`src/rtl/core/cpc_pkg.sv`:
```
`default_nettype none

package cpc_pkg;

    // Word width of the coordinates, magnitudes and binary angles.
    localparam int DATA_WIDTH = 16;
    // Number of CORDIC micro-rotations, one pipeline stage each.
    localparam int ITERATIONS = 16;

    // Fraction bits carried in x and y inside the datapath.
    localparam int GUARD = 8;
    // Fraction bits of the gain compensation constant.
    localparam int KFRAC = 20;

    // x and y hold the sign, the input word, growth of the gain and the guard bits.
    localparam int XY_W = DATA_WIDTH + GUARD + 3;
    // The angle accumulator is a 32-bit binary angle, 2^31 = pi.
    localparam int Z_W = 32;
    // Signed width of the gain constant.
    localparam int K_W = KFRAC + 2;
    localparam int PROD_W = XY_W + K_W;
    localparam int RSH = GUARD + KFRAC;
    // Width left after the rounding shift.
    localparam int G_W = PROD_W - RSH;

    localparam int SH_W = $clog2(ITERATIONS);
    localparam int ATAN_ENTRIES = 32;
    localparam int ATAN_IDX_W = $clog2(ATAN_ENTRIES);

    // 0.60725293500888 scaled by 2^KFRAC.
    localparam logic signed [K_W-1:0] KGAIN = K_W'(636751);

    localparam logic [Z_W-1:0] QUARTER_TURN = Z_W'(64'h4000_0000);

    // Top two bits of a binary angle.
    localparam logic [1:0] QUAD_SECOND = 2'b01;
    localparam logic [1:0] QUAD_THIRD = 2'b10;

    localparam logic [Z_W-1:0] ATAN_TAB [0:ATAN_ENTRIES-1] = '{
        32'd536870912, 32'd316933406, 32'd167458907, 32'd85004756,
        32'd42667331,  32'd21354465,  32'd10679838,  32'd5340245,
        32'd2670163,   32'd1335087,   32'd667544,    32'd333772,
        32'd166886,    32'd83443,     32'd41722,     32'd20861,
        32'd10430,     32'd5215,      32'd2608,      32'd1304,
        32'd652,       32'd326,       32'd163,       32'd81,
        32'd41,        32'd20,        32'd10,        32'd5,
        32'd3,         32'd1,         32'd1,         32'd0
    };

    typedef logic [SH_W-1:0] shift_t;

    typedef enum logic {
        OP_TO_POLAR = 1'b0,
        OP_TO_RECT  = 1'b1
    } op_t;

    // Working set of one transaction as it moves down the rotation stages.
    typedef struct packed {
        op_t                    op;
        logic                   zero;
        logic signed [XY_W-1:0] x;
        logic signed [XY_W-1:0] y;
        logic [Z_W-1:0]         z;
    } cordic_t;

    function automatic logic [Z_W-1:0] atan_lookup(input shift_t idx);
        return ATAN_TAB[ATAN_IDX_W'(idx)];
    endfunction

endpackage

`default_nettype wire

```
`src/rtl/core/cpc_pre.sv`:
```
`default_nettype none

module cpc_pre (
    input  logic                                  clk,
    input  logic                                  rst_n,
    input  logic                                  in_valid,
    output logic                                  in_ready,
    input  cpc_pkg::op_t                          op,
    input  logic signed [cpc_pkg::DATA_WIDTH-1:0] in_x,
    input  logic signed [cpc_pkg::DATA_WIDTH-1:0] in_y,
    input  logic [cpc_pkg::DATA_WIDTH-2:0]        in_mag,
    input  logic signed [cpc_pkg::DATA_WIDTH-1:0] in_angle,
    output logic                                  out_valid,
    input  logic                                  out_ready,
    output cpc_pkg::cordic_t                      out_data
);
    import cpc_pkg::*;

    logic                         valid_reg;
    cordic_t                      data_reg;
    cordic_t                      data_next;
    logic signed [DATA_WIDTH:0]   xe;
    logic signed [DATA_WIDTH:0]   ye;
    logic signed [DATA_WIDTH:0]   me;
    logic signed [DATA_WIDTH:0]   sx;
    logic signed [DATA_WIDTH:0]   sy;
    logic [Z_W-1:0]               ang_z;
    logic [Z_W-1:0]               z0;

    assign xe = (DATA_WIDTH+1)'(in_x);
    assign ye = (DATA_WIDTH+1)'(in_y);
    assign me = signed'((DATA_WIDTH+1)'(in_mag));
    assign ang_z = Z_W'(unsigned'(in_angle)) << (Z_W - DATA_WIDTH);

    // Fold the input onto the right half plane (vectoring) or onto the
    // quarter turn around the x axis (rotation).
    always_comb
    begin
        sx = xe;
        sy = ye;
        z0 = '0;
        if (op == OP_TO_POLAR)
        begin
            if (xe < 0)
            begin
                if (ye >= 0)
                begin
                    sx = ye;
                    sy = -xe;
                    z0 = QUARTER_TURN;
                end
                else
                begin
                    sx = -ye;
                    sy = xe;
                    z0 = -QUARTER_TURN;
                end
            end
        end
        else
        begin
            case (ang_z[Z_W-1:Z_W-2])
                QUAD_SECOND:
                begin
                    sx = '0;
                    sy = me;
                    z0 = ang_z - QUARTER_TURN;
                end
                QUAD_THIRD:
                begin
                    sx = '0;
                    sy = -me;
                    z0 = ang_z + QUARTER_TURN;
                end
                default:
                begin
                    sx = me;
                    sy = '0;
                    z0 = ang_z;
                end
            endcase
        end
    end

    always_comb
    begin
        data_next.op = op;
        data_next.zero = (op == OP_TO_POLAR) && (in_x == '0) && (in_y == '0);
        data_next.x = XY_W'(sx) <<< GUARD;
        data_next.y = XY_W'(sy) <<< GUARD;
        data_next.z = z0;
    end

    assign in_ready = !valid_reg || out_ready;

    always_ff @(posedge clk or negedge rst_n)
    begin
        if (!rst_n)
        begin
            valid_reg <= 1'b0;
        end
        else if (in_ready)
        begin
            valid_reg <= in_valid;
        end
    end

    always_ff @(posedge clk)
    begin
        if (in_valid && in_ready)
        begin
            data_reg <= data_next;
        end
    end

    assign out_valid = valid_reg;
    assign out_data = data_reg;

endmodule

`default_nettype wire

```
`config.mk`:
```
export PLATFORM = sky130hd
export DESIGN_NAME = cpc_pre
export DESIGN_NICKNAME = d
export VERILOG_FILES = /design/src/rtl/core/cpc_pkg.sv /design/src/rtl/core/cpc_pre.sv
export SDC_FILE = /design/constraint.sdc
export NUM_CORES = 1
export LEC_CHECK = 0
export BUFFER_PORTS_ARGS = -buffer_cell sky130_fd_sc_hd__buf_2
export CORE_ASPECT_RATIO = 0.8
export CORE_UTILIZATION = 54
export CTS_BUF_LIST = sky130_fd_sc_hd__clkbuf_4 sky130_fd_sc_hd__clkbuf_8
export CTS_CLUSTER_DIAMETER = 30
export DETAILED_ROUTE_END_ITERATION = 10
export HOLD_SLACK_MARGIN = 0.03
export MAX_ROUTING_LAYER = met4
export PLACE_DENSITY = 0.92
export SLEW_MARGIN = 30
export SYNTH_ARGS = -nofsm -noshare
export SYNTH_HDL_FRONTEND = slang
export SYNTH_SLANG_ARGS = --single-unit
```
`constraint.sdc`:
```
create_clock -name clk -period 6.49 [get_ports clk]
set_input_delay 0.3245 -clock clk [delete_from_list [all_inputs] [get_ports clk]]
set_output_delay 0.3245 -clock clk [all_outputs]
set_load 0.01 [all_outputs]
```
==> results by group <==
Run status
  – Status: finished clean

Setup path
  – Arrival @ worst endpoint: 2.23 ns
  – Type of the worst setup path: in -> reg
  – Data required, critical path: 6.57 ns
  – Max FO, Critical Path: 18
  – Critical path endpoint category: flop
  – Crit path launch type: input port

STA
  – Period utilization: between 30% and 40%
  – Count of endpoints failing hold in the final timing report: 0
  – Worst-case clock skew: 0.0155 ns
  – Setup repair after global routing missed its margin: false
  – Maximum achievable frequency: approximately 0.47 GHz
  – Pin slew with the least headroom to its limit: approximately 0.72 ns
  – Pins over their slew limit: 0
  – Hold slack: about 0.19 ns
  – Final setup fails: 0
  – Crit path time final: roughly 2.1 ns
  – Total Negative Setup Slacks: 0 ns
  – Headroom to the max-slew limit: 51.8%

Logic synthesis
  – Per-instance average area after synthesis: 9.70 µm²
  – Netlist area before placement: 0.00367 mm²
  – Post-synth cell types: 55
  – Async SR Flop Fraction: 1.89%
  – Gate Count Post-Synth: 379
  – Syn. warnings: 0
  – Most instantiated flip-flop cell in the synthesis netlist: sky130_fd_sc_hd__edfxtp_1
  – Post-synth EDFFs: 52
  – #FFs+latches synth: 53
  – Part of the Yosys area used for sequential elements: 43.2%

CTS
  – Largest buffer count on any clock path: 2
  – Clock tree from TritonCTS: done
  – Number of buffers inserted by post-CTS setup repair: 0
  – Root buffer cell: sky130_fd_sc_hd__clkbuf_8
  – Gates resized, CTS repair: 0
  – Clk sinks: 53
  – Hold buffer count at CTS: 1
  – Skew-Pair Late Insertion Delay: 0.32 ns
  – Clock Pin Slew Worst Setup and Hold Paths: 0.11 ns
  – Clock H-tree levels: 2
  – Total clock buffers created by CTS: 5

Global route
  – Number of antenna violations at the first check in global routing: 0
  – Number of global-route vias before repair: 2919
  – Global-route congestion overflow total: 0
  – Global-route wire length before repair: 15.2 mm
  – Pin count of the biggest net entering global routing: 53
  – Global-route usage over all layers: 29.7%

Placement
  – Last weighted congestion value of the routability-driven placer: 0.911
  – Half-perimeter wire length of the detailed placement result: 7.57 mm
  – Number of placed instances with taps included: 563
  – Total of buffers placed on input and output ports: 125
  – Placed cell area: 0.00414 mm²

Pwr
  – Pwr per Cell Area: roughly 190 mW/mm²
  – Leakage power figure: 1.78 nW
  – Peak ir drop on the vdd network: 87.7 µV

Detailed routing
  – Starting DRT DRC Count: 309
  – DR vias/cell: 5.90
  – Detail-routed net length per standard cell: between 15 and 20 µm
  – Antenna-violating nets left: 0
  – Count of TritonRoute iterations in the first routing pass: 5
  – Number of design rule violations left after detail routing: 0
  – Detailed-route via count: approximately 3400
  – Routed wire length: 10.2 mm

Cells and area
  – Layout cell share with drive strength beyond 1: 29.5%
  – ANT cells: 0
  – Non-filler cells in the finished layout: 572
  – Layout Area Growth over Synthesis: 15.3%
  – Post-layout instance area: 0.00424 mm²
  – NumNets Final: 560
  – Finished Core Util: 65.5%
  – Most frequent cells in the layout: sky130_fd_sc_hd__buf_2, sky130_fd_sc_hd__edfxtp_1, sky130_fd_sc_hd__o21ai_0
  – Filler cells: 560
  – Most common cell after layout, fill and taps aside: sky130_fd_sc_hd__buf_2

Floorplanning
  – Std-Cell Core Area: approximately 0.0065 mm²
  – Standard-cell row count: 26
  – Number of top-level pins: 158
  – Die height: 75.8 µm
  – Die area: between 0.007 and 0.008 mm²
  – Effective utilization at floorplan: 56.8%
  – Die X-Extent: 94.2 µm

Flow run
  – Max capacitance violation total: 0

Worst hold path
  – Worst hold path type: in -> reg
-- layout make-up --
cell class | count | area [µm²] | area share, %
well taps | 84 | 105 | 2.48
clock buffers | 5 | 68.8 | 1.62
clock inverters | 3 | 21.3 | 0.502
repair buffers | 127 | 643 | 15.2
inverters | 11 | 41.3 | 0.974
multi-input cells | 289 | 1770 | 41.8
flip-flops and latches | 53 | 1590 | 37.4
-- critical path: stages --
cell	delay (ns)
sky130_fd_sc_hd__buf_2	0.11
sky130_fd_sc_hd__inv_1	0.05
sky130_fd_sc_hd__ha_1	0.46
sky130_fd_sc_hd__nand3b_1	0.57
sky130_fd_sc_hd__nor3_1	0.14
sky130_fd_sc_hd__o21ai_0	0.18
sky130_fd_sc_hd__o31ai_1	0.09
sky130_fd_sc_hd__a221o_1	0.29
-- layer usage --
metal  track usage, %  part of all wire (%)  vias up
met5                -                     0        -
met4             8.21                  0.88        0
met3             8.08                    11       12
met2             44.0                    43      229
met1             40.0                    44     1575
li1                 -                     -     1560
-- power breakdown --
| group | total, W | switching (W) | internal (W) |
|---|---|---|---|
| Combinational | 0.000190 | 0.000121 | 0.0000684 |
| Sequential | 0.000412 | 0.00000588 | 0.000406 |
| Clock | 0.000194 | 0.000117 | 0.0000769 |
| Total | 0.000795 | 0.000244 | 0.000551 |
-- synthesized netlist by cell type, types with 3 or more instances --
master                     instances  area [µm²]
sky130_fd_sc_hd__nor4_1            5        31.3
sky130_fd_sc_hd__o22ai_1           5        31.3
sky130_fd_sc_hd__clkbuf_8          4        55.1
sky130_fd_sc_hd__nor2_1           21        78.8
sky130_fd_sc_hd__a21oi_1          13        65.1
sky130_fd_sc_hd__ha_1              5        62.6
sky130_fd_sc_hd__nand4_1           3        18.8
sky130_fd_sc_hd__or3_1             4        25.0
sky130_fd_sc_hd__nor3_1           11        55.1
sky130_fd_sc_hd__a22oi_1          13        97.6
sky130_fd_sc_hd__xnor2_1          11        96.3
sky130_fd_sc_hd__a31oi_1           3        18.8
sky130_fd_sc_hd__or4_1             3        22.5
sky130_fd_sc_hd__inv_1            11        41.3
sky130_fd_sc_hd__nand3_1           9        45.0
sky130_fd_sc_hd__a211oi_1          4        30.0
sky130_fd_sc_hd__nor2b_1           3        18.8
sky130_fd_sc_hd__o41ai_1           3        26.3
sky130_fd_sc_hd__xor2_1           12         105
sky130_fd_sc_hd__o211ai_1          3        22.5
sky130_fd_sc_hd__edfxtp_1         52        1560
sky130_fd_sc_hd__clkbuf_1         17        63.8
sky130_fd_sc_hd__o31ai_1           8        60.1
sky130_fd_sc_hd__nand2_1          22        82.6
sky130_fd_sc_hd__buf_4            36         270
sky130_fd_sc_hd__nand2b_1          4        25.0
sky130_fd_sc_hd__and2_1           16         100
sky130_fd_sc_hd__o21ai_0          38         190
sky130_fd_sc_hd__mux2i_1           5        50.1
-- registers in the layout, indices dropped and copies added (netlist names) --
| signal | count |
|---|---|
| out_valid | 1 |
| out_data | 52 |
-- cells by family (layout without fill, tap and decap cells) --
kind of cell	after synthesis	count (layout)	share of synthesized area, %
AOI/OAI and AO/OA	109	109	19.1
and+or+nand+nor	114	114	17.1
adders and majority gates	5	5	1.70
buffers and inverters	69	146	12.0
xor gates and xnor gates	23	23	5.48
DFF	53	53	43.2
muxes	5	5	1.36
other	1	33	0.102
-- metrics by stage --
step | power, W | worst slack, ns
final | 0.000795 | 4.34
after global routing | 0.000830 | 4.12
after CTS | 0.000798 | 4.36
after detailed placement | 0.000606 | 4.01
after global placement | 0.000601 | 4.07
after floorplan | 0.000542 | 4.24
-- final timing paths --
check / cells past startpoint / start / slack, ns / to
max in group asynchronous: 2 / rst_n / 6.11 / out_valid
setup reg to reg: 3 / out_valid / 4.91 / out_data[54]
hold / removal: 2 / in_valid / 0.19 / out_valid
setup / recovery: 8 / in_angle[14] / 4.34 / out_data[46]
min in group asynchronous: 2 / rst_n / 0.30 / out_valid
hold reg to reg: 2 / out_valid / 0.54 / out_valid
Note: power is estimated with default switching activity, not from simulation.
