### src/rtl/core/cpc_pkg.sv
`default_nettype none

package cpc_pkg;

    // Word width of the coordinates, magnitudes and binary angles.
    localparam int DATA_WIDTH = 16;
    // Number of CORDIC micro-rotations, one pipeline stage each.
    localparam int ITERATIONS = 16;

    // Fraction bits carried in x and y inside the datapath.
    localparam int GUARD = 8;
    // Fraction bits of the gain compensation constant.
    localparam int KFRAC = 20;

    // x and y hold the sign, the input word, growth of the gain and the guard bits.
    localparam int XY_W = DATA_WIDTH + GUARD + 3;
    // The angle accumulator is a 32-bit binary angle, 2^31 = pi.
    localparam int Z_W = 32;
    // Signed width of the gain constant.
    localparam int K_W = KFRAC + 2;
    localparam int PROD_W = XY_W + K_W;
    localparam int RSH = GUARD + KFRAC;
    // Width left after the rounding shift.
    localparam int G_W = PROD_W - RSH;

    localparam int SH_W = $clog2(ITERATIONS);
    localparam int ATAN_ENTRIES = 32;
    localparam int ATAN_IDX_W = $clog2(ATAN_ENTRIES);

    // 0.60725293500888 scaled by 2^KFRAC.
    localparam logic signed [K_W-1:0] KGAIN = K_W'(636751);

    localparam logic [Z_W-1:0] QUARTER_TURN = Z_W'(64'h4000_0000);

    // Top two bits of a binary angle.
    localparam logic [1:0] QUAD_SECOND = 2'b01;
    localparam logic [1:0] QUAD_THIRD = 2'b10;

    localparam logic [Z_W-1:0] ATAN_TAB [0:ATAN_ENTRIES-1] = '{
        32'd536870912, 32'd316933406, 32'd167458907, 32'd85004756,
        32'd42667331,  32'd21354465,  32'd10679838,  32'd5340245,
        32'd2670163,   32'd1335087,   32'd667544,    32'd333772,
        32'd166886,    32'd83443,     32'd41722,     32'd20861,
        32'd10430,     32'd5215,      32'd2608,      32'd1304,
        32'd652,       32'd326,       32'd163,       32'd81,
        32'd41,        32'd20,        32'd10,        32'd5,
        32'd3,         32'd1,         32'd1,         32'd0
    };

    typedef logic [SH_W-1:0] shift_t;

    typedef enum logic {
        OP_TO_POLAR = 1'b0,
        OP_TO_RECT  = 1'b1
    } op_t;

    // Working set of one transaction as it moves down the rotation stages.
    typedef struct packed {
        op_t                    op;
        logic                   zero;
        logic signed [XY_W-1:0] x;
        logic signed [XY_W-1:0] y;
        logic [Z_W-1:0]         z;
    } cordic_t;

    function automatic logic [Z_W-1:0] atan_lookup(input shift_t idx);
        return ATAN_TAB[ATAN_IDX_W'(idx)];
    endfunction

endpackage

`default_nettype wire

### src/rtl/core/cpc_post.sv
`default_nettype none

module cpc_post (
    input  logic                                  clk,
    input  logic                                  rst_n,
    input  logic                                  in_valid,
    output logic                                  in_ready,
    input  cpc_pkg::cordic_t                      in_data,
    output logic                                  out_valid,
    input  logic                                  out_ready,
    output logic [cpc_pkg::DATA_WIDTH-1:0]        out_mag,
    output logic signed [cpc_pkg::DATA_WIDTH-1:0] out_angle,
    output logic signed [cpc_pkg::DATA_WIDTH-1:0] out_x,
    output logic signed [cpc_pkg::DATA_WIDTH-1:0] out_y
);
    import cpc_pkg::*;

    localparam logic signed [PROD_W-1:0] ROUND_HALF = PROD_W'(64'd1 << (RSH - 1));
    localparam logic [Z_W-1:0] ANGLE_HALF = Z_W'(64'd1 << (Z_W - DATA_WIDTH - 1));
    localparam logic signed [G_W-1:0] SAT_HI = G_W'((64'd1 << (DATA_WIDTH - 1)) - 64'd1);
    localparam logic signed [G_W-1:0] SAT_LO = -SAT_HI - G_W'(1);
    localparam logic signed [G_W-1:0] MAG_MAX = G_W'((64'd1 << DATA_WIDTH) - 64'd1);

    function automatic logic signed [DATA_WIDTH-1:0] sat_word(input logic signed [G_W-1:0] v);
        logic signed [G_W-1:0] c;
        c = v;
        if (v > SAT_HI)
        begin
            c = SAT_HI;
        end
        else if (v < SAT_LO)
        begin
            c = SAT_LO;
        end
        return c[DATA_WIDTH-1:0];
    endfunction

    // Gain multiply stage.
    logic                     mul_valid_reg;
    logic                     mul_ready;
    op_t                      mul_op_reg;
    logic                     mul_zero_reg;
    logic [Z_W-1:0]           mul_z_reg;
    logic signed [PROD_W-1:0] mul_px_reg;
    logic signed [PROD_W-1:0] mul_py_reg;

    // Rounding and saturation stage, which is also the output register.
    logic                         res_valid_reg;
    logic [DATA_WIDTH-1:0]        res_mag_reg;
    logic signed [DATA_WIDTH-1:0] res_angle_reg;
    logic signed [DATA_WIDTH-1:0] res_x_reg;
    logic signed [DATA_WIDTH-1:0] res_y_reg;
    logic [DATA_WIDTH-1:0]        res_mag_next;
    logic signed [DATA_WIDTH-1:0] res_angle_next;
    logic signed [DATA_WIDTH-1:0] res_x_next;
    logic signed [DATA_WIDTH-1:0] res_y_next;

    logic signed [PROD_W-1:0] sum_x;
    logic signed [PROD_W-1:0] sum_y;
    logic signed [G_W-1:0]    gx;
    logic signed [G_W-1:0]    gy;
    logic [Z_W-1:0]           ang_sum;

    assign mul_ready = !res_valid_reg || out_ready;
    assign in_ready = !mul_valid_reg || mul_ready;

    always_ff @(posedge clk or negedge rst_n)
    begin
        if (!rst_n)
        begin
            mul_valid_reg <= 1'b0;
            res_valid_reg <= 1'b0;
        end
        else
        begin
            if (in_ready)
            begin
                mul_valid_reg <= in_valid;
            end
            if (mul_ready)
            begin
                res_valid_reg <= mul_valid_reg;
            end
        end
    end

    always_ff @(posedge clk)
    begin
        if (in_valid && in_ready)
        begin
            mul_op_reg <= in_data.op;
            mul_zero_reg <= in_data.zero;
            mul_z_reg <= in_data.z;
            mul_px_reg <= PROD_W'(in_data.x) * PROD_W'(KGAIN);
            mul_py_reg <= PROD_W'(in_data.y) * PROD_W'(KGAIN);
        end
    end

    assign sum_x = mul_px_reg + ROUND_HALF;
    assign sum_y = mul_py_reg + ROUND_HALF;
    assign gx = sum_x[PROD_W-1:RSH];
    assign gy = sum_y[PROD_W-1:RSH];
    assign ang_sum = mul_z_reg + ANGLE_HALF;

    always_comb
    begin
        res_mag_next = '0;
        res_angle_next = '0;
        res_x_next = '0;
        res_y_next = '0;
        if (mul_op_reg == OP_TO_RECT)
        begin
            res_x_next = sat_word(gx);
            res_y_next = sat_word(gy);
        end
        else if (!mul_zero_reg)
        begin
            // x stays non-negative in vectoring mode.
            res_mag_next = (gx > MAG_MAX) ? MAG_MAX[DATA_WIDTH-1:0] : gx[DATA_WIDTH-1:0];
            res_angle_next = ang_sum[Z_W-1:Z_W-DATA_WIDTH];
        end
    end

    always_ff @(posedge clk)
    begin
        if (mul_valid_reg && mul_ready)
        begin
            res_mag_reg <= res_mag_next;
            res_angle_reg <= res_angle_next;
            res_x_reg <= res_x_next;
            res_y_reg <= res_y_next;
        end
    end

    assign out_valid = res_valid_reg;
    assign out_mag = res_mag_reg;
    assign out_angle = res_angle_reg;
    assign out_x = res_x_reg;
    assign out_y = res_y_reg;

endmodule

`default_nettype wire
### config.mk
export PLATFORM = sky130hd
export DESIGN_NAME = cpc_post
export DESIGN_NICKNAME = d
export VERILOG_FILES = /design/src/rtl/core/cpc_pkg.sv /design/src/rtl/core/cpc_post.sv
export SDC_FILE = /design/constraint.sdc
export NUM_CORES = 2
export LEC_CHECK = 0
export ABC_CLOCK_PERIOD_IN_PS = 2500
export BUFFER_PORTS_ARGS = -buffer_cell sky130_fd_sc_hd__buf_2
export CAP_MARGIN = 20
export CELL_PAD_IN_SITES_DETAIL_PLACEMENT = 0
export CELL_PAD_IN_SITES_GLOBAL_PLACEMENT = 1
export CORE_MARGIN = 4
export CORE_UTILIZATION = 25
export CTS_BUF_LIST = sky130_fd_sc_hd__clkbuf_8
export CTS_CLUSTER_DIAMETER = 80
export CTS_CLUSTER_SIZE = 25
export DETAILED_ROUTE_END_ITERATION = 16
export GPL_ROUTABILITY_DRIVEN = 0
export MAX_ROUTING_LAYER = met4
export PLACE_DENSITY_LB_ADDON = 0.2
export SLEW_MARGIN = 20
export SYNTH_ARGS = -nofsm -noshare
export SYNTH_HDL_FRONTEND = slang
export SYNTH_SLANG_ARGS = --single-unit
### constraint.sdc
create_clock -name clk -period 2.5 [get_ports clk]
set_clock_uncertainty 0.15 [all_clocks]
set_input_delay 0.5 -clock clk [delete_from_list [all_inputs] [get_ports clk]]
set_output_delay 0.5 -clock clk [all_outputs]
set_load 0.05 [all_outputs]
==> metrics.txt <==
# TYPE chip_impl_metric gauge
chip_impl_metric{name="grt_overflow",unit=""} 0
chip_impl_metric{name="drcViolationCount",unit=""} 0
chip_impl_metric{name="post-route-cell-area",unit="mm²"} 0.0382
chip_impl_info{name="rsz0062_at_grt",value="yes"} 1
chip_impl_metric{name="worstHoldPathCells",unit=""} 1
chip_impl_metric{name="synthDistinctLibCells",unit=""} 60
chip_impl_metric{name="port-buffer-count",unit=""} 142
chip_impl_metric{name="ys.warnings.count",unit=""} 0
chip_impl_metric{name="layout_worst_path_cycle_share",unit=""} 2.42
chip_impl_metric{name="drive_gt1_frac",unit=""} 0.315
chip_impl_metric{name="final-max-slew-violation-count",unit=""} 0
chip_impl_metric{name="area.growth.synth_to_final",unit="%"} 35.1
chip_impl_metric{name="worst_pin_slew",unit="ns"} 0.439
chip_impl_metric{name="die_w",unit="µm"} 344
chip_impl_metric{name="worst_setup_hold_path_clk_slew",unit="ns"} 0.09
chip_impl_info{name="layout_common_cells",value="sky130_fd_sc_hd__inv_1, sky130_fd_sc_hd__fa_1, sky130_fd_sc_hd__buf_4"} 1
chip_impl_metric{name="detail_route.wirelength",unit="µm"} 79400
chip_impl_metric{name="met2_wirelength",unit="µm"} 39100
chip_impl_info{name="timing.rr.end",value="out_x[0]$_SDFFCE_PN0P_"} 1
chip_impl_info{name="hp-start",value="in_data[18]"} 1
chip_impl_metric{name="r2r_setup_slack",unit="ns"} 0
chip_impl_metric{name="post-route-util",unit=""} 0.340
chip_impl_metric{name="synth_area_per_cell",unit="µm²"} 10.6
chip_impl_metric{name="floorplan.die_area",unit="mm²"} 0.119
chip_impl_metric{name="cp_data_arrival_time",unit="ns"} 6.18
chip_impl_metric{name="report.final.setup_viol",unit=""} 43
chip_impl_metric{name="critical_path_peak_fanout",unit=""} 6
chip_impl_info{name="holdCritPathClass",value="in -> reg"} 1
chip_impl_metric{name="synth.yosys.seq_area_share",unit=""} 0.134
chip_impl_info{name="cell_types_occupying_the_most_area_after_synthesis",value="sky130_fd_sc_hd__fa_1, sky130_fd_sc_hd__ha_1, sky130_fd_sc_hd__edfxtp_1"} 1
chip_impl_metric{name="route.vias.total",unit=""} 19700
chip_impl_metric{name="cts_buffer_depth",unit=""} 2
chip_impl_metric{name="cp_data_required_time",unit="ns"} 2.64
chip_impl_info{name="clock_tree_from_tritoncts",value="yes"} 1
chip_impl_metric{name="synthDominantCellAreaShare",unit=""} 0.386
chip_impl_metric{name="worst_rel_slew_slack",unit=""} 0.705
chip_impl_metric{name="timing_hold_violations_final",unit=""} 0
chip_impl_metric{name="cts_num_sinks",unit=""} 127
chip_impl_metric{name="mapped_area",unit="mm²"} 0.0283
chip_impl_metric{name="n_antenna_cell",unit=""} 0
chip_impl_info{name="dominantRegCellSynth",value="sky130_fd_sc_hd__edfxtp_1"} 1
chip_impl_metric{name="drt-wirelength-per-cell",unit="µm"} 16.4
chip_impl_metric{name="yosys_register_bits",unit=""} 127
chip_impl_metric{name="placed_cell_area",unit="mm²"} 0.0354
chip_impl_metric{name="drt-initial-drc-count",unit=""} 608
chip_impl_metric{name="detailroute.wirelength.met3",unit="µm"} 1320
chip_impl_info{name="ctsRootBufferMaster",value="sky130_fd_sc_hd__clkbuf_8"} 1
chip_impl_metric{name="htreeDepth",unit=""} 4
chip_impl_metric{name="fp-row-count",unit=""} 123
chip_impl_info{name="worst_hold_endpoint",value="mul_z_reg[18]$_DFFE_PP_"} 1
chip_impl_metric{name="grt_antenna_before_repair",unit=""} 0
chip_impl_info{name="top_signal_layer_used",value="met4"} 1
chip_impl_metric{name="first_pass_drt_iterations",unit=""} 5
chip_impl_info{name="violations_in_the_final_reports",value="setup timing"} 1
chip_impl_metric{name="drv.max_cap_violation_count",unit=""} 0
chip_impl_metric{name="max_freq",unit="MHz"} 165
chip_impl_info{name="worst-setup-path-type",value="in -> reg"} 1
chip_impl_metric{name="detail_route.wirelength.met1",unit="µm"} 38600
chip_impl_metric{name="detail_route.vias_per_cell",unit=""} 4.06
chip_impl_info{name="worstSetupStartpointType",value="input pin"} 1
chip_impl_metric{name="number_of_instances_in_the_synthesized_netlist",unit=""} 2670
chip_impl_metric{name="synth-edff-count",unit=""} 125
chip_impl_metric{name="first_global_vias",unit=""} 22800
chip_impl_metric{name="ios",unit=""} 158
chip_impl_metric{name="drt.antenna.violating_nets",unit=""} 0
chip_impl_info{name="layout_commonest_cell",value="sky130_fd_sc_hd__inv_1"} 1
chip_impl_metric{name="initial_cell_density_of_the_core",unit=""} 0.252
chip_impl_info{name="outcome",value="complete, but fails checks"} 1
chip_impl_metric{name="asyncSetResetFlopFracSynth",unit=""} 0.0157
chip_impl_info{name="r2r-start",value="mul_px_reg[37]$_DFFE_PP_"} 1
chip_impl_metric{name="dp_slack",unit="ns"} -4.29
chip_impl_metric{name="placeableCoreArea",unit="mm²"} 0.112
chip_impl_metric{name="num-nets-final",unit=""} 4452
chip_impl_metric{name="largest_net_degree_at_the_start_of_global_routing",unit=""} 65
chip_impl_metric{name="detailed_place_hpwl",unit="µm"} 71200
chip_impl_metric{name="grt_pass1_wl",unit="µm"} 128000
chip_impl_metric{name="worstRegToRegCells",unit=""} 8
chip_impl_metric{name="setup_ws",unit="ns"} -3.54
chip_impl_info{name="synthDominantAreaCellType",value="sky130_fd_sc_hd__fa_1"} 1
chip_impl_metric{name="cts_inserted_buffers",unit=""} 17
chip_impl_info{name="end_kind",value="flip-flop"} 1
chip_impl_metric{name="gr-usage-all-layers",unit=""} 0.141
chip_impl_metric{name="period_minus_slack",unit="ns"} 6.04
chip_impl_metric{name="die_height",unit="µm"} 344
chip_impl_metric{name="insertion_delay_of_the_later_clocked_pin_in_the_worst_skew_pair",unit="ns"} 0.45
chip_impl_metric{name="syn-num-nets",unit=""} 3783
## layout make-up
class	count	area [µm²]
clock inverter	15	168
multi-input combinational	1720	23700
clock buffer	17	234
timing repair buffer	664	5340
tap	1500	1880
sequential	127	3800
inverter	809	3060
fill	11400	74100
## layer usage
metal / global-route usage / up-vias
li1: - / 9584
met1: 0.195 / 9908
met2: 0.240 / 168
met3: 0.00859 / 32
met4: 0.0106 / 0
met5: - / -
## synthesized netlist by cell type (20+ instances only)
master / number
sky130_fd_sc_hd__inv_1: 809
sky130_fd_sc_hd__fa_1: 545
sky130_fd_sc_hd__ha_1: 476
sky130_fd_sc_hd__edfxtp_1: 125
sky130_fd_sc_hd__a21oi_1: 102
sky130_fd_sc_hd__xor2_1: 92
sky130_fd_sc_hd__xnor2_1: 87
sky130_fd_sc_hd__nor2_1: 61
sky130_fd_sc_hd__nand2_1: 58
sky130_fd_sc_hd__o21ai_0: 54
sky130_fd_sc_hd__nand3_1: 34
sky130_fd_sc_hd__nand4_1: 26
sky130_fd_sc_hd__o21a_1: 23
sky130_fd_sc_hd__nor2b_1: 20
## worst max-delay path, stage by stage
cell,delay [ns]
sky130_fd_sc_hd__buf_12,0.12
sky130_fd_sc_hd__ha_4,0.28
sky130_fd_sc_hd__inv_4,0.03
sky130_fd_sc_hd__fa_1,0.51
sky130_fd_sc_hd__fa_1,0.51
sky130_fd_sc_hd__inv_1,0.05
sky130_fd_sc_hd__fa_1,0.51
sky130_fd_sc_hd__fa_1,0.45
sky130_fd_sc_hd__fa_1,0.53
sky130_fd_sc_hd__inv_2,0.04
sky130_fd_sc_hd__fa_1,0.49
sky130_fd_sc_hd__inv_2,0.05
sky130_fd_sc_hd__ha_4,0.25
sky130_fd_sc_hd__nand4_1,0.17
sky130_fd_sc_hd__nor3_4,0.18
sky130_fd_sc_hd__nand4_1,0.19
sky130_fd_sc_hd__nor4b_4,0.28
sky130_fd_sc_hd__buf_4,0.17
sky130_fd_sc_hd__buf_6,0.09
sky130_fd_sc_hd__nor3_4,0.05
sky130_fd_sc_hd__buf_4,0.15
sky130_fd_sc_hd__buf_6,0.11
sky130_fd_sc_hd__o21bai_4,0.15
sky130_fd_sc_hd__a211oi_2,0.10
sky130_fd_sc_hd__nor3_2,0.20
## worst max-delay path by stage
stage	startpoint	end	slack (ns)	cells after the start
2_1_floorplan	in_data[57]	mul_py_reg[46]$_DFFE_PP_	-3.50	23
3_3_place_gp	in_data[84]	mul_px_reg[47]$_DFFE_PP_	-4.21	25
3_5_place_dp	in_data[69]	mul_px_reg[46]$_DFFE_PP_	-4.29	24
4_1_cts	in_data[54]	mul_py_reg[46]$_DFFE_PP_	-3.57	22
5_1_grt	in_data[79]	mul_px_reg[35]$_DFFE_PP_	-3.74	25
6_report	in_data[78]	mul_px_reg[35]$_DFFE_PP_	-3.54	25
## per-stage QoR
| stage | hold WS (ns) | std cells | setup TNS [ns] |
|---|---|---|---|
| finish | 0.0738 | 4852 | -141.00 |
| global route | 0.0370 | 4852 | -149.62 |
| CTS | 0.0318 | 4830 | -140.57 |
| detailed placement | 0.138 | 4763 | -170.76 |
| global placement | 0.134 | 4763 | -168.66 |
| floorplan | 0.0544 | 2670 | -133.63 |
## logic make-up after synthesis
| group | share of synthesized area |
|---|---|
| fa+ha+maj | 0.596 |
| buf+inv | 0.110 |
| simple gates | 0.0475 |
| compound gates | 0.0556 |
| xor+xnor | 0.0554 |
| flops | 0.134 |
| mux | 0.00106 |
## repair_timing
action                                  4_1_cts  5_1_grt
endpoints found under the hold margin         2        0
buffers inserted                             34       22
hold buffers                                  1        0
endpoints found under the setup margin       57       88
pin swaps                                   127      131
gates cloned                                  0        2
gates resized for setup                     257      157
Power is left out: the tool's default activity adds up to more than one toggle a clock period on the data nets, which glitch-free logic cannot reach.
