`config.mk`:
```
export PLATFORM = sky130hd
export DESIGN_NAME = cpc_stage
export DESIGN_NICKNAME = d
export VERILOG_FILES = /design/src/rtl/core/cpc_pkg.sv /design/src/rtl/core/cpc_stage.sv
export SDC_FILE = /design/constraint.sdc
export NUM_CORES = 1
export LEC_CHECK = 0
export BUFFER_PORTS_ARGS = -buffer_cell sky130_fd_sc_hd__buf_2
export CAP_MARGIN = 20
export CORE_UTILIZATION = 50
export DETAILED_ROUTE_END_ITERATION = 6
export PLACE_DENSITY = 0.75
export SYNTH_ARGS = -nofsm -noshare
export SYNTH_HDL_FRONTEND = slang
export SYNTH_SLANG_ARGS = --single-unit
```
`constraint.sdc`:
```
create_clock -name clk -period 3.9 [get_ports clk]
set_input_delay 0.39 -clock clk [delete_from_list [all_inputs] [get_ports clk]]
set_output_delay 0.39 -clock clk [all_outputs]
set_load 0.01 [all_outputs]
```
`src/rtl/core/cpc_pkg.sv`:
```
`default_nettype none

package cpc_pkg;

    // Word width of the coordinates, magnitudes and binary angles.
    localparam int DATA_WIDTH = 16;
    // Number of CORDIC micro-rotations, one pipeline stage each.
    localparam int ITERATIONS = 16;

    // Fraction bits carried in x and y inside the datapath.
    localparam int GUARD = 8;
    // Fraction bits of the gain compensation constant.
    localparam int KFRAC = 20;

    // x and y hold the sign, the input word, growth of the gain and the guard bits.
    localparam int XY_W = DATA_WIDTH + GUARD + 3;
    // The angle accumulator is a 32-bit binary angle, 2^31 = pi.
    localparam int Z_W = 32;
    // Signed width of the gain constant.
    localparam int K_W = KFRAC + 2;
    localparam int PROD_W = XY_W + K_W;
    localparam int RSH = GUARD + KFRAC;
    // Width left after the rounding shift.
    localparam int G_W = PROD_W - RSH;

    localparam int SH_W = $clog2(ITERATIONS);
    localparam int ATAN_ENTRIES = 32;
    localparam int ATAN_IDX_W = $clog2(ATAN_ENTRIES);

    // 0.60725293500888 scaled by 2^KFRAC.
    localparam logic signed [K_W-1:0] KGAIN = K_W'(636751);

    localparam logic [Z_W-1:0] QUARTER_TURN = Z_W'(64'h4000_0000);

    // Top two bits of a binary angle.
    localparam logic [1:0] QUAD_SECOND = 2'b01;
    localparam logic [1:0] QUAD_THIRD = 2'b10;

    localparam logic [Z_W-1:0] ATAN_TAB [0:ATAN_ENTRIES-1] = '{
        32'd536870912, 32'd316933406, 32'd167458907, 32'd85004756,
        32'd42667331,  32'd21354465,  32'd10679838,  32'd5340245,
        32'd2670163,   32'd1335087,   32'd667544,    32'd333772,
        32'd166886,    32'd83443,     32'd41722,     32'd20861,
        32'd10430,     32'd5215,      32'd2608,      32'd1304,
        32'd652,       32'd326,       32'd163,       32'd81,
        32'd41,        32'd20,        32'd10,        32'd5,
        32'd3,         32'd1,         32'd1,         32'd0
    };

    typedef logic [SH_W-1:0] shift_t;

    typedef enum logic {
        OP_TO_POLAR = 1'b0,
        OP_TO_RECT  = 1'b1
    } op_t;

    // Working set of one transaction as it moves down the rotation stages.
    typedef struct packed {
        op_t                    op;
        logic                   zero;
        logic signed [XY_W-1:0] x;
        logic signed [XY_W-1:0] y;
        logic [Z_W-1:0]         z;
    } cordic_t;

    function automatic logic [Z_W-1:0] atan_lookup(input shift_t idx);
        return ATAN_TAB[ATAN_IDX_W'(idx)];
    endfunction

endpackage

`default_nettype wire

```
`src/rtl/core/cpc_stage.sv`:
```
`default_nettype none

module cpc_stage (
    input  logic                  clk,
    input  logic                  rst_n,
    input  cpc_pkg::shift_t       shift,
    input  logic                  in_valid,
    output logic                  in_ready,
    input  cpc_pkg::cordic_t      in_data,
    output logic                  out_valid,
    input  logic                  out_ready,
    output cpc_pkg::cordic_t      out_data
);
    import cpc_pkg::*;

    logic                   valid_reg;
    cordic_t                data_reg;
    cordic_t                data_next;
    logic signed [XY_W-1:0] dx;
    logic signed [XY_W-1:0] dy;
    logic [Z_W-1:0]         step_angle;
    logic                   ccw;

    assign dx = in_data.x >>> shift;
    assign dy = in_data.y >>> shift;
    assign step_angle = atan_lookup(shift);

    // Rotation mode drives the residual angle to zero, vectoring mode drives y to zero.
    assign ccw = (in_data.op == OP_TO_RECT) ? !in_data.z[Z_W-1] : in_data.y[XY_W-1];

    always_comb
    begin
        data_next = in_data;
        if (ccw)
        begin
            data_next.x = in_data.x - dy;
            data_next.y = in_data.y + dx;
            data_next.z = in_data.z - step_angle;
        end
        else
        begin
            data_next.x = in_data.x + dy;
            data_next.y = in_data.y - dx;
            data_next.z = in_data.z + step_angle;
        end
    end

    assign in_ready = !valid_reg || out_ready;

    always_ff @(posedge clk or negedge rst_n)
    begin
        if (!rst_n)
        begin
            valid_reg <= 1'b0;
        end
        else if (in_ready)
        begin
            valid_reg <= in_valid;
        end
    end

    always_ff @(posedge clk)
    begin
        if (in_valid && in_ready)
        begin
            data_reg <= data_next;
        end
    end

    assign out_valid = valid_reg;
    assign out_data = data_reg;

endmodule

`default_nettype wire

```
==> results of run 1 <==
## power by group through the flow
| stage | Combinational (mW) | Clock (mW) | Sequential, mW |
|---|---|---|---|
| 2_1_floorplan | 2.14 | 0 | 1.56 |
| 3_3_place_gp | 3.84 | 0 | 1.44 |
| 3_5_place_dp | 3.97 | 0 | 1.44 |
| 4_1_cts | 4.37 | 0.965 | 1.42 |
| 5_1_grt | 5.13 | 0.991 | 1.44 |
| 6_report | 4.85 | 0.966 | 1.42 |
## timing repair
item | 4_1_cts | 5_1_grt
gates resized for setup | 148 | 98
pin swaps | 84 | 99
cloned | 2 | 0
hold buffers | 1 | 0
hold endpoints to repair | 1 | 0
setup endpoints to repair | 53 | 58
setup buffers | 55 | 25
## cell families (layout without fill, tap and decap cells)
group,Yosys count,in the layout,share of synthesized area
buf+inv,101,828,0.04555
simple gates,357,357,0.1468
flops,89,89,0.2238
xor+xnor,148,148,0.1094
mux,137,137,0.1879
other cells,0,3,0
compound gates,334,334,0.1787
fa+ha+maj,101,101,0.1079
## routing by layer
layer / global-route usage / vias up
met5: 0 / -
met3: 0.04680 / 287
li1: - / 6224
met2: 0.6435 / 919
met1: 0.4073 / 6587
met4: 0.2320 / 2
## registers in the layout (all words and copies together), names as in the netlist
register / cells
out_data: 88
out_valid: 1
## area by class of cell
class	count	area share
diodes	3	0.0003935
clock inverters	6	0.003804
flip-flops and latches	89	0.1398
multi-input cells	1077	0.5153
clock buffers	10	0.01200
well taps	319	0.02092
repair buffers	768	0.2984
inverters	44	0.009314
## worst paths after layout
path                                       start                endpoint  slack, ps  cells past startpoint
min in group asynchronous                  rst_n   out_valid$_DFFE_PN0N_        320                      2
min                                  in_data[86]  out_data[86]$_DFFE_PP_        210                      1
min reg2reg                out_valid$_DFFE_PN0N_   out_valid$_DFFE_PN0N_        560                      2
max                                     shift[0]  out_data[83]$_DFFE_PP_       -860                     19
max in group asynchronous                  rst_n   out_valid$_DFFE_PN0N_       3490                      2
max reg2reg                out_valid$_DFFE_PN0N_  out_data[39]$_DFFE_PP_       2210                      3
## placed cells by master (no fill, tap or decap), drive strengths merged, types with 9 or more instances in the layout
cell	Yosys	routed
xor2	51	51
inv	44	48
ha	98	98
buf	35	767
mux4	64	64
a211oi	18	18
nand4	9	9
nor2	108	108
nor2b	21	21
nand2	99	99
nand2b	13	13
o21a	18	18
nand3	28	28
xnor2	97	97
clkbuf	22	10
and2	11	11
o211ai	12	12
o21ai	60	60
edfxtp	88	88
a21o	26	26
o21bai	13	13
mux2i	57	57
a21oi	108	108
and3	11	11
nor3	31	31
a31oi	21	21
mux2	16	16
## per-stage QoR
stage	total power [mW]	worst slack, ps	instance area (sq um)	std cells	util
floorplan	3.694	-1527	12320	1267	-
global placement	5.277	-1081	17080	2220	0.7298
detailed placement	5.406	-1172	17080	2220	0.7298
CTS	6.757	-617.9	18450	2290	0.7882
global route	7.565	-917.2	19070	2313	0.8148
finish	7.235	-857.5	19080	2316	0.8151
==> results.json, run 1 <==
{
  "outcome": "complete, but fails checks",
  "violations": "negative setup slack",
  "syn-num-nets": 1464,
  "antenna_found_initial": 2,
  "drt-wirelength-per-cell_um": 20.95,
  "cts_tree": "built",
  "ys_async_sr_fraction": 0.01124,
  "rsz0062_at_grt": "true",
  "fmax_ghz": 0.2102,
  "crit_type": "in2reg",
  "maxCapViolations": 0,
  "path_buf_inv": 5,
  "vias_per_cell": 6.053,
  "grt_pass1_wl_um": 68570,
  "finalNetCount": 2186,
  "start_util": 0.5094,
  "clkTransAtPathRegs_ps": 70,
  "fin_ws_ps": -857.5,
  "synth-seq-cells": 89,
  "yosysTopAreaCellShare": 0.2217,
  "hp-class": "in2reg",
  "comb_power_share": 0.670,
  "row_count": 56,
  "syn_area_per_cell_sq_um": 9.408,
  "track_usage": 0.3615,
  "synth-seq-area-share": 0.2238,
  "layout-drive-gt1-share": 0.5401,
  "netlist_area_sq_um": 11920,
  "power_frac_clock": 0.133,
  "tns_ps": -24480,
  "antenna_left": 0,
  "regArea_sq_um": 2668,
  "fin_hold_ws_ps": 212.8,
  "seq_power_share": 0.197,
  "synth_common_cells": "a21oi_1 (108), nor2_1 (106), ha_1 (98), nand2_1 (98), xnor2_1 (96)",
  "wl_met1_um": 17080,
  "finalSetupViolations": 55,
  "yosysUniqueCellTypes": 86,
  "area_growth_pct": 60.03,
  "grt_pass1_vias": 13742,
  "grt_max_degree": 89,
  "cts_buffers": 9,
  "worstPathRequired_ps": 4020,
  "switchingPower_mw": 2.881,
  "dieWidth_um": 156.4,
  "h-tree-depth": 3,
  "period_share": 1.220,
  "slew-limit-headroom": 0.5001,
  "critical-path-max-stage-delay_ps": 550,
  "p_sw_frac": 0.3982,
  "cp_max_fo": 7,
  "vdd_ir_drop_max_uv": 259.1,
  "dr_wl_met3_um": 4451,
  "num_vias": 14019,
  "hold_viol": 0,
  "multiInputGateArea_sq_um": 9831,
  "top_level_ports": 186,
  "crit_family": "compound AO/OA/AOI/OAI gates",
  "insertion_delay_ps": 370,
  "yosysTopAreaCell": "edfxtp_1",
  "fin_crit_ps": 4757,
  "top_layer": "met5",
  "clock_sinks": 89,
  "dieArea_sq_um": 24460,
  "die_h_um": 156.4,
  "dominantRegCellSynth": "edfxtp_1",
  "end_kind": "flop",
  "maxSlewViolCount": 0,
  "synthCells": 1267,
  "cts_buffer_depth": 2,
  "yosysMostFrequentCell": "a21oi_1",
  "place.gp.congestion": 1.021,
  "drtPass1Iterations": 6,
  "synth_edf_count": 88,
  "worstPathArrival_ps": 4880,
  "grt_overflow": 0,
  "cp_slowest_cell": "mux4_2",
  "path_cells": "buf_16 -> buf_12 -> buf_16 -> mux4_2 -> mux4_2 -> buf_4 -> a21oi_1 -> a31oi_1 -> xor2_1 -> ha_1 -> a21o_1 -> a21o_1 -> a221o_1 -> a311oi_2 -> o21bai_1 -> a311oi_2 -> a211oi_2 -> buf_4 -> xor2_1",
  "start_kind": "input port",
  "worstMarginPinSlew_ps": 729.0,
  "dp.final_hpwl_um": 33430,
  "coreArea_sq_um": 23400,
  "port_buffers": 185,
  "fill_cells": 1402,
  "clockRootBuffer": "clkbuf_16",
  "fin_skew_ps": 9.309,
  "met2WireLength_um": 23580,
  "drt-initial-drc-count": 1297,
  "p_leak_nw": 8.587,
  "power_density_nw_per_um2": 379.3,
  "yosys-top-cells-area": "edfxtp_1 (22%), ha_1 (10%), mux4_2 (10%)",
  "intPower_mw": 4.355,
  "drc": 0,
  "wl_um": 48520,
  "yosys_warnings": 0
}
(Power assumes the default switching activity.)
==> inputs of run 2 (changes only) <==
--- a/config.mk
+++ b/config.mk
@@ -5,11 +5,12 @@
 export SDC_FILE = /design/constraint.sdc
 export NUM_CORES = 1
 export LEC_CHECK = 0
+export ABC_AREA = 1
 export BUFFER_PORTS_ARGS = -buffer_cell sky130_fd_sc_hd__buf_2
 export CAP_MARGIN = 20
 export CORE_UTILIZATION = 50
 export DETAILED_ROUTE_END_ITERATION = 6
-export PLACE_DENSITY = 0.75
+export PLACE_DENSITY = 0.74
 export SYNTH_ARGS = -nofsm -noshare
 export SYNTH_HDL_FRONTEND = slang
 export SYNTH_SLANG_ARGS = --single-unit
==> run 2 against run 1 <==
Compared with the run above: the run now ends clean; clock skew up 15 ps; flip-flop and latch count unchanged; combinational power fell by 13%; first-iteration DRC count increased by 8.7%; clock power decreased by 5.4%; final cell count up 21%.
==> results.json, run 2 <==
{
  "dieWidth_um": 159.2,
  "cp_slowest_cell": "ha_1",
  "p_leak_nw": 9.065,
  "synth-seq-area-share": 0.2160,
  "hp-class": "in2reg",
  "slew-limit-headroom": 0.6094,
  "vias_per_cell": 5.430,
  "cts_tree": "built",
  "finalNetCount": 2680,
  "dominantRegCellSynth": "edfxtp_1",
  "period_share": 0.9739,
  "netlist_area_sq_um": 12350,
  "synthCells": 1857,
  "final_common_cell": "nand2_1",
  "yosysUniqueCellTypes": 59,
  "start_kind": "input port",
  "row_count": 57,
  "clock_sinks": 89,
  "drt-initial-drc-count": 1410,
  "antenna_found_initial": 1,
  "syn_area_per_cell_sq_um": 6.650,
  "tns_ps": 0,
  "grt_overflow": 0,
  "end_kind": "flop",
  "h-tree-depth": 3,
  "fmax_ghz": 0.2633,
  "die_h_um": 159.2,
  "clkTransAtPathRegs_ps": 80,
  "crit_start": "shift[0]",
  "synth_common_cells": "nand2_1 (534), nand3_1 (246), inv_1 (144)",
  "worstPathArrival_ps": 3910,
  "port_buffers": 185,
  "top_level_ports": 186,
  "cts_buffers": 9,
  "maxCapViolations": 0,
  "maxSlewViolCount": 0,
  "fin_skew_ps": 24.41,
  "yosysMostFrequentCell": "nand2_1",
  "synth_edf_count": 88,
  "coreArea_sq_um": 24250,
  "fin_crit_ps": 3798,
  "top_layer": "met4",
  "instances_no_fill": 2812,
  "wl_met1_um": 21020,
  "yosysTopAreaCellShare": 0.2140,
  "grt_pass1_wl_um": 71890,
  "largest_reg_flops": 88,
  "outcome": "completed",
  "final_util": 0.7306,
  "worst_path_most_repeated_cell": "nand2_1",
  "met2WireLength_um": 21000,
  "path_cells": "buf_6 -> clkbuf_16 -> o211ai_1 -> o211ai_1 -> o21ai_2 -> ha_1 -> nand2_1 -> nor2_2 -> buf_4 -> nand3_1 -> nand2_1 -> xor2_1 -> inv_1 -> ha_1 -> a21oi_1 -> inv_1 -> a21oi_1 -> o21ai_0 -> nand2_1 -> nand3_1 -> nand2_1 -> o211ai_1 -> xor2_1",
  "syn-num-nets": 2054,
  "yosysTopAreaCell": "edfxtp_1",
  "dr_wl_met3_um": 3152,
  "ys_async_sr_fraction": 0.01124,
  "yosys-top-cells-area": "edfxtp_1 (21%), nand2_1 (16%), nand3_1 (10%)",
  "place.gp.congestion": 1.043,
  "yosys_warnings": 0,
  "antenna_left": 0,
  "crit_type": "in2reg",
  "r2r-start": "out_valid$_DFFE_PN0N_",
  "vdd_ir_drop_max_uv": 290.8,
  "power_density_nw_per_um2": 369.2,
  "layout-drive-gt1-share": 0.3345,
  "fill_cells": 1994,
  "dp.final_hpwl_um": 38210,
  "insertion_delay_ps": 390,
  "dp_cells": 2783,
  "area_growth_pct": 43.45,
  "critical-path-max-stage-delay_ps": 330,
  "wl_um": 47100,
  "layout_common_cells": "nand2_1 (524), buf_4 (475), nand3_1 (242)",
  "worstMarginPinSlew_ps": 581.7,
  "track_usage": 0.3567,
  "p_total_mw": 6.540,
  "finalSetupViolations": 0,
  "hold_viol": 0,
  "cp_max_fo": 30,
  "worstPathRequired_ps": 4010,
  "drtPass1Iterations": 6,
  "hold_path.startpoint": "in_data[86]",
  "clockRootBuffer": "clkbuf_16",
  "fin_hold_ws_ps": 209.7,
  "synth-seq-cells": 89,
  "grt_max_degree": 89,
  "drt-wirelength-per-cell_um": 16.75,
  "dieArea_sq_um": 25330,
  "grt_pass1_vias": 14182,
  "start_util": 0.5093,
  "num_vias": 15269,
  "cts_buffer_depth": 2,
  "drc": 0
}
-- run 2: changes by cell type after synthesis, sizes merged, moves of 18 or more --
cell,previous run,this run
xnor2,97,38
nand2,99,553
o21ai,60,100
nand3,28,255
xor2,51,96
a211oi,18,0
nor2,108,152
nor2b,21,0
inv,44,157
mux2i,57,0
mux4,64,0
-- run 2: layer usage --
layer  GRT usage  up-vias
li1            -     7528
met3     0.04220       94
met5           0        -
met2      0.5670      626
met1      0.4876     7021
met4      0.1556        0
-- run 2: layout make-up --
class | instances | area [sq um] | area share
clock buffers | 9 | 225.2 | 0.01271
repair inverters | 1 | 6.256 | 0.0003531
multi-input cells | 1553 | 9042 | 0.5104
diodes | 1 | 2.502 | 0.0001413
well taps | 324 | 405.4 | 0.02288
repair buffers | 670 | 4708 | 0.2658
flip-flops and latches | 89 | 2668 | 0.1506
inverters | 159 | 606.8 | 0.03425
clock inverters | 6 | 51.30 | 0.002896
-- run 2: cells by family after synthesis --
group / synth area share
buffers and inverters: 0.08045
AO/OA/AOI/OAI: 0.1377
XOR/XNOR: 0.09564
adder cells (fa/ha/maj): 0.1042
AND/OR/NAND/NOR: 0.3661
flip-flops: 0.2160
-- run 2: worst paths after layout --
kind | endpoint | cells past startpoint | slack [ps]
setup / recovery | out_data[55]$_DFFE_PP_ | 23 | 100
hold / removal | out_data[86]$_DFFE_PP_ | 1 | 210
setup reg to reg | out_data[35]$_DFFE_PP_ | 2 | 2430
hold reg to reg | out_valid$_DFFE_PN0N_ | 2 | 600
max in group asynchronous | out_valid$_DFFE_PN0N_ | 2 | 3500
min in group asynchronous | out_valid$_DFFE_PN0N_ | 2 | 320
-- run 2: power breakdown --
part | leakage [nW] | switching [mW] | total (mW) | internal, mW
clock network | 0.139 | 0.472 | 0.914 | 0.443
registers | 0.850 | 0.0444 | 1.41 | 1.37
logic | 8.08 | 2.24 | 4.21 | 1.97
-- run 2: stage by stage --
| step | worst slack (ps) | cell area [sq um] |
|---|---|---|
| 6_report | 101.6 | 17720 |
| 5_1_grt | -69.00 | 17720 |
| 4_1_cts | 7.828 | 17300 |
| 3_5_place_dp | -380.2 | 17010 |
| 3_3_place_gp | -338.5 | 17010 |
| 2_1_floorplan | -134.7 | 12420 |
-- run 2: timing repair --
item                       in CTS  in global routing
hold buffers                    1                  0
setup buffers                   0                 10
setup endpoints to repair       0                 47
hold endpoints to repair        1                  0
resized for setup               0                 82
-- run 2: critical path: cells and delay by family --
kind / cells / cell delay [ps]
and+or+nand+nor: 7 / 750
AOI/OAI and AO/OA: 7 / 1180
buffers and inverters: 5 / 610
adders and majority gates: 2 / 540
xor gates and xnor gates: 2 / 420
